===== config.mk =====
export PLATFORM = sky130hd
export DESIGN_NAME = tsil_ctrl
export DESIGN_NICKNAME = d
export VERILOG_FILES = /design/src/rtl/tsil_pkg.sv /design/src/rtl/tsil_ctrl.sv
export SDC_FILE = /design/constraint.sdc
export NUM_CORES = 1
export LEC_CHECK = 0
export ABC_AREA = 1
export BUFFER_PORTS_ARGS = -buffer_cell sky130_fd_sc_hd__buf_2
export CORE_ASPECT_RATIO = 1.2
export CORE_MARGIN = 3
export CORE_UTILIZATION = 51
export DETAILED_ROUTE_END_ITERATION = 12
export PLACE_DENSITY = 0.76
export RECOVER_POWER = 50
export SYNTH_ARGS = -nofsm -noshare
export SYNTH_HDL_FRONTEND = slang
export SYNTH_SLANG_ARGS = --single-unit

===== constraint.sdc =====
create_clock -name aclk -period 1.6 [get_ports aclk]
set_input_delay 0.4 -clock aclk [delete_from_list [all_inputs] [get_ports aclk]]
set_output_delay 0.4 -clock aclk [all_outputs]
set_load 0.03 [all_outputs]

===== src/rtl/tsil_pkg.sv =====
// Shared types and constants for the time-series interpolating lookup.
`timescale 1ns / 1ps
`default_nettype none
package tsil_pkg;

    localparam int TABLE_DEPTH = 1024;
    localparam int ADDR_W      = $clog2(TABLE_DEPTH);
    localparam int CNT_W       = $clog2(TABLE_DEPTH + 1);

    localparam logic [1:0] OP_CLEAR  = 2'd0;
    localparam logic [1:0] OP_APPEND = 2'd1;
    localparam logic [1:0] OP_QUERY  = 2'd2;
    localparam logic [1:0] OP_UNUSED = 2'd3;

    localparam logic [2:0] ST_ANSWERED = 3'd0;
    localparam logic [2:0] ST_EMPTY    = 3'd1;
    localparam logic [2:0] ST_STORED   = 3'd2;
    localparam logic [2:0] ST_FULL     = 3'd3;
    localparam logic [2:0] ST_ORDER    = 3'd4;
    localparam logic [2:0] ST_CLEARED  = 3'd5;

    typedef struct packed {
        logic [1:0]  operation;
        logic [31:0] time_ms;
        logic [31:0] distance_cm;
        logic [15:0] power_w;
        logic [7:0]  cadence_rpm;
    } in_beat_t;

    typedef struct packed {
        logic [2:0]  status;
        logic [31:0] distance_out;
        logic [15:0] power_out;
        logic [7:0]  cadence_out;
    } out_beat_t;

    // Datapath commands from the controller.
    typedef enum logic [3:0] {
        CMD_NONE    = 4'd0,
        CMD_CAPTURE = 4'd1,  // latch input beat
        CMD_CLEAR   = 4'd2,  // count to zero
        CMD_WRITE   = 4'd3,  // store sample at count
        CMD_RD_LAST = 4'd4,  // read entry count-1, open the search range
        CMD_RD_FRST = 4'd5,  // read entry 0
        CMD_RD_MID  = 4'd6,  // read entry mid
        CMD_BISECT  = 4'd7,  // update lo/hi from mid read
        CMD_RD_LO   = 4'd8,
        CMD_RD_HI   = 4'd9,
        CMD_DIV_GO  = 4'd10, // start the divide from the product register
        CMD_DIV_STP = 4'd11,
        CMD_SAVE_A  = 4'd12, // save read data as sample a
        CMD_SAVE_B  = 4'd13, // save read data as sample b
        CMD_RESULT  = 4'd14, // load output register
        CMD_MUL     = 4'd15  // multiply product register
    } cmd_t;

    typedef enum logic [2:0] {
        RES_STATUS = 3'd0,  // status only, zeros
        RES_A      = 3'd1,  // answer sample a
        RES_INTERP = 3'd2   // answer interpolation
    } res_sel_t;

    typedef struct packed {
        cmd_t       cmd;
        res_sel_t   sel;
        logic [2:0] status;
    } ctl_t;

    typedef struct packed {
        logic       is_empty;
        logic       is_full;
        logic       t_below_a;  // query or append time < read sample time
        logic       t_le_a;
        logic       t_ge_a;
        logic       span_one;   // hi - lo <= 1
        logic       div_done;
        logic       zero_span;
        logic [1:0] operation;
    } sts_t;

endpackage
`default_nettype wire


===== src/rtl/tsil_ctrl.sv =====
// Controller state machine sequencing append, clear and query beats.
`timescale 1ns / 1ps
`default_nettype none
module tsil_ctrl
    import tsil_pkg::*;
(
    input  wire logic aclk,
    input  wire logic aresetn,
    input  wire logic s_valid,
    output logic      s_ready,
    output logic      m_valid,
    input  wire logic m_ready,
    input  wire sts_t sts,
    output ctl_t      ctl
);

    typedef enum logic [13:0] {
        S_IDLE   = 14'b00000000000001,
        S_DECODE = 14'b00000000000010,
        S_APCHK  = 14'b00000000000100,
        S_QFRST  = 14'b00000000001000,
        S_QLAST  = 14'b00000000010000,
        S_BMID   = 14'b00000000100000,
        S_BUPD   = 14'b00000001000000,
        S_RDLO   = 14'b00000010000000,
        S_RDHI   = 14'b00000100000000,
        S_SAVEB  = 14'b00001000000000,
        S_MUL    = 14'b00010000000000,
        S_DIVGO  = 14'b00100000000000,
        S_DIV    = 14'b01000000000000,
        S_DONE   = 14'b10000000000000
    } state_t;

    state_t     state_reg, state_next;
    logic       out_v_reg, out_v_next;
    logic [2:0] stat_reg, stat_next;   // status of the beat in progress
    res_sel_t   sel_reg, sel_next;     // payload source of the beat in progress

    assign s_ready = (state_reg == S_IDLE) && !out_v_reg;
    assign m_valid = out_v_reg;

    always_ff @(posedge aclk) begin
        if (!aresetn) begin
            state_reg <= S_IDLE;
            out_v_reg <= 1'b0;
            stat_reg  <= ST_ANSWERED;
            sel_reg   <= RES_STATUS;
        end else begin
            state_reg <= state_next;
            out_v_reg <= out_v_next;
            stat_reg  <= stat_next;
            sel_reg   <= sel_next;
        end
    end

    // Sequencing; read data is registered, so it is used in the state after the read.
    always_comb begin
        state_next = state_reg;
        out_v_next = out_v_reg && !m_ready;
        stat_next  = stat_reg;
        sel_next   = sel_reg;
        ctl        = '{cmd: CMD_NONE, sel: RES_STATUS, status: ST_ANSWERED};
        case (state_reg)
            S_IDLE: begin
                if (s_valid && s_ready) begin
                    ctl.cmd    = CMD_CAPTURE;
                    state_next = S_DECODE;
                end
            end
            S_DECODE: begin
                sel_next = RES_STATUS;
                case (sts.operation)
                    OP_CLEAR: begin
                        ctl.cmd    = CMD_CLEAR;
                        stat_next  = ST_CLEARED;
                        state_next = S_DONE;
                    end
                    OP_APPEND: begin
                        if (sts.is_full) begin
                            stat_next  = ST_FULL;
                            state_next = S_DONE;
                        end else if (sts.is_empty) begin
                            ctl.cmd    = CMD_WRITE;
                            stat_next  = ST_STORED;
                            state_next = S_DONE;
                        end else begin
                            ctl.cmd    = CMD_RD_LAST;
                            state_next = S_APCHK;
                        end
                    end
                    OP_QUERY: begin
                        if (sts.is_empty) begin
                            stat_next  = ST_EMPTY;
                            state_next = S_DONE;
                        end else begin
                            ctl.cmd    = CMD_RD_FRST;
                            stat_next  = ST_ANSWERED;
                            state_next = S_QFRST;
                        end
                    end
                    default: state_next = S_IDLE;
                endcase
            end
            S_APCHK: begin
                // Last stored sample is in the read register.
                state_next = S_DONE;
                if (sts.t_below_a) begin
                    stat_next = ST_ORDER;
                end else begin
                    ctl.cmd   = CMD_WRITE;
                    stat_next = ST_STORED;
                end
            end
            S_QFRST: begin
                // First sample is in the read register.
                if (sts.t_le_a) begin
                    ctl.cmd    = CMD_SAVE_A;
                    sel_next   = RES_A;
                    state_next = S_DONE;
                end else begin
                    ctl.cmd    = CMD_RD_LAST;
                    state_next = S_QLAST;
                end
            end
            S_QLAST: begin
                // Last sample is in the read register.
                if (sts.t_ge_a) begin
                    ctl.cmd    = CMD_SAVE_A;
                    sel_next   = RES_A;
                    state_next = S_DONE;
                end else begin
                    state_next = S_BMID;
                end
            end
            S_BMID: begin
                if (sts.span_one) begin
                    ctl.cmd    = CMD_RD_LO;
                    state_next = S_RDLO;
                end else begin
                    ctl.cmd    = CMD_RD_MID;
                    state_next = S_BUPD;
                end
            end
            S_BUPD: begin
                ctl.cmd    = CMD_BISECT;
                state_next = S_BMID;
            end
            S_RDLO: begin
                ctl.cmd    = CMD_SAVE_A;
                state_next = S_RDHI;
            end
            S_RDHI: begin
                ctl.cmd    = CMD_RD_HI;
                state_next = S_SAVEB;
            end
            S_SAVEB: begin
                ctl.cmd    = CMD_SAVE_B;
                state_next = S_MUL;
            end
            S_MUL: begin
                ctl.cmd    = CMD_MUL;
                state_next = S_DIVGO;
            end
            S_DIVGO: begin
                ctl.cmd    = CMD_DIV_GO;
                state_next = S_DIV;
            end
            S_DIV: begin
                if (sts.zero_span) begin
                    sel_next   = RES_A;
                    state_next = S_DONE;
                end else begin
                    ctl.cmd = CMD_DIV_STP;
                    if (sts.div_done) begin
                        sel_next   = RES_INTERP;
                        state_next = S_DONE;
                    end
                end
            end
            S_DONE: begin
                ctl        = '{cmd: CMD_RESULT, sel: sel_reg, status: stat_reg};
                out_v_next = 1'b1;
                state_next = S_IDLE;
            end
            default: state_next = S_IDLE;
        endcase
    end

endmodule
`default_nettype wire


==> results.json, run 1 <==
{
  "critPathRequiredTime_ps": 1200,
  "r2r_slack_ps": -410,
  "fmax_mhz": 448,
  "post-route-period-util_pct": 139,
  "num_antenna_cells": 0,
  "synth-seq-area-share_pct": 25.3,
  "hold_path_class": "input pin to flip-flop",
  "dp_hpwl_um": 3570,
  "stdcell_count": 376,
  "worstSetupPathType": "flip-flop to output pin",
  "p_leak_nw": 1.40,
  "slew_viol_final": 0,
  "setup_viol_count_final": 28,
  "violations": "setup timing",
  "clockBufferDepth": 2,
  "gr-total-overflow": 0,
  "switching_share_pct": 48.4,
  "power_density_nw_per_um2": 1080,
  "synthMuxAreaShare_pct": 0,
  "fillers": 151,
  "place.gp.congestion": 0.957,
  "max_cap_violations": 0,
  "synth_top_family_by_area": "simple AND/OR/NAND/NOR gates",
  "ctsHoldBuffers": 0,
  "p_seq_share_pct": 21.5,
  "drc": 0,
  "yosysWarnings": 0,
  "drt_iter0_drc": 125,
  "vias": 2112,
  "start_util_pct": 54.8,
  "end_kind": "output pin",
  "grt_max_degree": 18,
  "yosys.area.top_type_share_pct": 25.3,
  "gr-usage-all-layers_pct": 29.8,
  "wire_per_inst_um": 16.7,
  "via_per_inst": 5.62,
  "tritoncts": "yes",
  "die_height_um": 67.0,
  "netlist-cell-type-count": 30,
  "rows": 21,
  "drive_gt1_share_pct": 49.1,
  "grt_pass1_wl_um": 8800,
  "drtPass1Iterations": 4,
  "syn-cell-area_sq_um": 1580,
  "async_flop_share_pct": 0,
  "io_pins": 26,
  "preCtsSetupSlack_ps": -290,
  "clk_latency_ps": 310,
  "routed_wl_um": 6280,
  "synth-xor-area-share_pct": 0,
  "avgSynthCellArea_sq_um": 6.09,
  "power_frac_comb_pct": 69.2,
  "largest_reg_flops": 14,
  "synth_compound_area_share_pct": 6.56,
  "p_int_mw": 1.44,
  "min_path_cells": 3,
  "synth_fa_ha_area_share_pct": 3.16,
  "dieArea_sq_um": 3810,
  "clk_pin_slew_worst_paths_ps": 120,
  "synth_edf_count": 0,
  "min_to": "m_valid",
  "cts_buffers": 3,
  "clockPowerShare_pct": 9.3,
  "hold_start": "m_ready",
  "synth_seq_cells": 20,
  "hold_ws_ps": 358,
  "yosysTopAreaCell": "dfxtp_1",
  "port_buffers": 24,
  "p_sw_mw": 1.35,
  "final-hold-violation-count": 0,
  "critPathLaunch": "state_reg[13]",
  "postRouteAntennaNets": 0,
  "synthTopCellsByArea": "dfxtp_1 25%, inv_1 14%, nor2_1 10%",
  "dieWidth_um": 56.9,
  "ir_worst_vdd_mv": 1.30,
  "fin_skew_ps": 2.60,
  "synth_nets": 278,
  "synth_ff_type": "dfxtp_1",
  "worstPathMaxFanout": 6,
  "h-tree-depth": 1,
  "fin_nets": 362,
  "rr_worst_depth": 12,
  "syn_inst": 260,
  "first_global_vias": 2036,
  "layout_common_cells": "54 x inv_1, 54 x buf_4, 30 x nor2_1, 30 x nand2_1, 18 x nor2_4",
  "grt_antenna_before_repair": 0,
  "reg2reg_from": "state_reg[5]",
  "setup_slack_ps": -630,
  "synth_simple_gate_area_share_pct": 48.3,
  "start_kind": "flip-flop",
  "r2r_end": "state_reg[9]",
  "grt_setup_unrepaired": "yes",
  "status": "complete, but fails checks",
  "coreArea_sq_um": 2890,
  "fin_crit_ps": 2230,
  "cts_root_buf": "clkbuf_4",
  "dp_cells": 359,
  "area_delta_synth_final_pct": 63.8,
  "worst_ep_arrival_time_ps": 1830,
  "numClockSinks": 20
}
==> metal layers <==
layer	GRT usage (%)	up-vias	wire length, um
met5	0	-	0
met4	15.7	0	313
met3	4.65	33	380
met2	58.4	118	3380
met1	29.6	982	2210
li1	-	979	-
==> how the worst max path moves through the flow <==
stage	to	slack, ps	cells past startpoint
2_1_floorplan	ctl[8]	-160	10
3_3_place_gp	ctl[9]	-300	7
3_5_place_dp	ctl[8]	-290	11
4_1_cts	ctl[7]	-540	11
5_1_grt	ctl[8]	-760	8
6_report	ctl[7]	-630	11
==> synthesized netlist by cell type (3+ instances only) <==
master / n
nand4_1: 8
nor2_2: 4
nor3_1: 5
nand3b_1: 8
nor2_1: 44
nand2_1: 42
ha_1: 4
inv_1: 59
o21ai_0: 10
a21oi_1: 3
nand3_1: 29
dfxtp_1: 20
==> critical path, cell delays in order, from the launching register on <==
cell and delay (ps):
dfxtp_1 320, inv_1 100, nand2_2 130, nor2_8 210, buf_6 140, nand2_4 60, nor2_4 110, nand2_2 80
nand2_1 80, nor2_1 50, nand4_1 100, buf_6 140
==> timing repair <==
item,4_1_cts,5_1_grt
resized for setup,58,54
gates cloned,1,0
setup buffers,9,5
pin swaps,11,19
endpoints found under the setup margin,26,29
==> kinds of logic (layout without fill, tap and decap cells) <==
group                    after synthesis  in the layout
AND/OR/NAND/NOR                      152            152
buffers and inverters                 65            146
flip-flops                            20             20
AO/OA/AOI/OAI                         18             19
adder cells (fa/ha/maj)                4              4
other                                  1              1
==> layout make-up <==
type,count,area (sq um),share of cell area [%]
Multi-Input combinational cell,176,1240,47.7
Timing Repair Buffer,83,647,25.0
Sequential cell,20,414,16.0
Inverter,60,230,8.88
Tap cell,34,42.5,1.64
Clock buffer,3,22.5,0.869
==> stage by stage <==
step / instance area, sq um / setup TNS, ps / util [%] / total power [mW]
floorplan: 1630 / -1220 / - / 1.53
global placement: 2100 / -4620 / 72.6 / 1.94
detailed placement: 2100 / -5410 / 72.6 / 1.96
CTS: 2360 / -5830 / 81.8 / 2.51
global route: 2590 / -13210 / 89.7 / 2.93
finish: 2590 / -10740 / 89.7 / 2.79
==> power groups by stage <==
| stage | Combinational [mW] | Sequential [mW] | Clock [mW] |
|---|---|---|---|
| after detailed placement | 1.37 | 0.593 | 0 |
| after global placement | 1.35 | 0.590 | 0 |
| after floorplan | 0.942 | 0.590 | 0 |
| final | 1.93 | 0.601 | 0.259 |
| after CTS | 1.66 | 0.593 | 0.254 |
| after global routing | 2.05 | 0.604 | 0.275 |
(Power assumes the default switching activity.)
==> run 2: changes to the inputs <==
==> constraint.sdc (replaced) <==
create_clock -name aclk -period 1.6 [get_ports aclk]
set_input_delay 0.4 -clock aclk [delete_from_list [all_inputs] [get_ports aclk]]
set_output_delay 0.4 -clock aclk [all_outputs]
set_load 0.05 [all_outputs]
==> run 2 against run 1 <==
The run still ends with setup timing left. Final cell count is 1.3% higher. Utilization is 0.22 points lower. Count of clock-buffer cells in the layout did not move. Setup slack got worse by 170 ps. Critical path depth is 2 lower.
==> results.json, run 2 (synthesis results as in run 1) <==
{
  "placed_area_sq_um": 2230,
  "wire_per_inst_um": 17.2,
  "worst_ep_arrival_time_ps": 2000,
  "critPathRequiredTime_ps": 1200,
  "grt_max_degree": 18,
  "dieWidth_um": 56.9,
  "vias": 2197,
  "hold_path_class": "input pin to flip-flop",
  "power_frac_comb_pct": 72.0,
  "fin_nets": 367,
  "fin_skew_ps": 6.22,
  "grt_setup_unrepaired": "yes",
  "crit_slowest_cell": "dfxtp_2",
  "grt_antenna_before_repair": 0,
  "status": "complete, but fails checks",
  "crit_buf_inv": 2,
  "layout_common_cells": "58 x buf_4, 55 x inv_1, 32 x nand2_1",
  "cts_root_buf": "clkbuf_4",
  "setup_slack_ps": -796,
  "post-route-period-util_pct": 150,
  "dp_hpwl_um": 3680,
  "start_kind": "flip-flop",
  "slowest_delay_ps": 350,
  "max_cap_violations": 0,
  "routed_wl_um": 6570,
  "largest_reg_flops": 14,
  "p_leak_nw": 1.41,
  "rows": 21,
  "dieArea_sq_um": 3810,
  "first_global_vias": 2033,
  "postRouteAntennaNets": 0,
  "drive_gt1_share_pct": 47.0,
  "gr-total-overflow": 0,
  "mostFrequentLayoutCell": "buf_4",
  "hold_ws_ps": 338,
  "place.gp.congestion": 0.905,
  "power_density_nw_per_um2": 1160,
  "design_area_sq_um": 2590,
  "violations": "setup timing",
  "cts_buffers": 3,
  "path_delay_family": "simple AND/OR/NAND/NOR gates",
  "p_sw_mw": 1.45,
  "path_cells": "nor2_2, nand2_2, nor2_8, buf_12, nand2_4, nor3_2, nor2_1, nand3b_1, buf_6",
  "fmax_mhz": 417,
  "clk_pin_slew_worst_paths_ps": 120,
  "coreArea_sq_um": 2890,
  "switching_share_pct": 48.4,
  "fillers": 144,
  "fin_total_pwr_mw": 2.99,
  "area_delta_synth_final_pct": 63.4,
  "p_seq_share_pct": 19.6,
  "tritoncts": "yes",
  "end_kind": "output pin",
  "io_pins": 26,
  "final-hold-violation-count": 0,
  "clk_latency_ps": 310,
  "gr-usage-all-layers_pct": 30.8,
  "port_buffers": 24,
  "clockBufferDepth": 2,
  "slew_viol_final": 0,
  "ctsHoldBuffers": 0,
  "num_antenna_cells": 0,
  "ir_worst_vdd_mv": 1.43,
  "drtPass1Iterations": 5,
  "setup_viol_count_final": 29,
  "h-tree-depth": 1,
  "clockPowerShare_pct": 8.4,
  "worstSetupPathType": "flip-flop to output pin",
  "fin_crit_ps": 2400,
  "worstPathMaxFanout": 8,
  "utilization_pct": 89.5,
  "die_height_um": 67.0,
  "drt_iter0_drc": 185,
  "numClockSinks": 20,
  "grt_pass1_wl_um": 8960,
  "p_int_mw": 1.55,
  "drc": 0,
  "via_per_inst": 5.77,
  "start_util_pct": 54.8
}
## run 2: path summary, 6_finish.rpt
check	slack [ps]	from	to	depth (start not counted)
worst max-delay path	-800	state_reg[9]	ctl[9]	9
worst min-delay path	340	m_ready	m_valid	3
worst max register to register	-180	state_reg[9]	state_reg[2]	11
worst min register to register	510	sel_reg[0]	sel_reg[0]	2
## run 2: cell type report
type	instances	area (sq um)	area share (%)
multi-input cells	176	1160	45.0
repair buffers	88	716	27.7
inverters	60	228	8.81
well taps	34	42.5	1.64
clock buffers	3	22.5	0.871
flip-flops and latches	20	414	16.0
## run 2: worst min-delay path, stage by stage
cell and delay [ps]:
buf_2 70, or2_2 90, a21oi_1 50
## run 2: timing repair
item,CTS,global route
setup buffers,5,7
pin swaps,10,12
gates cloned,1,0
resized for setup,55,27
endpoints found under the setup margin,29,29
## run 2: power groups by stage
stage | combinational, mW | clock, mW | sequential [mW]
detailed placement | 1.58 | 0 | 0.589
floorplan | 1.01 | 0 | 0.593
finish | 2.16 | 0.252 | 0.587
global route | 2.24 | 0.262 | 0.589
CTS | 1.84 | 0.245 | 0.583
global placement | 1.55 | 0 | 0.586
## run 2: per-stage QoR
step | TNS [ps] | instances | setup WS [ps]
global placement | -5390 | 367 | -393
detailed placement | -5860 | 367 | -425
floorplan | -1420 | 260 | -306
finish | -8410 | 381 | -796
global route | -10910 | 381 | -809
CTS | -6300 | 376 | -615
## run 2: layer usage
layer	routed length [um]	track usage, %	vias to the layer above
li1	-	-	979
met1	2240	29.9	1017
met2	3430	60.1	159
met3	513	5.43	42
met4	386	17.7	0
met5	0	0	-
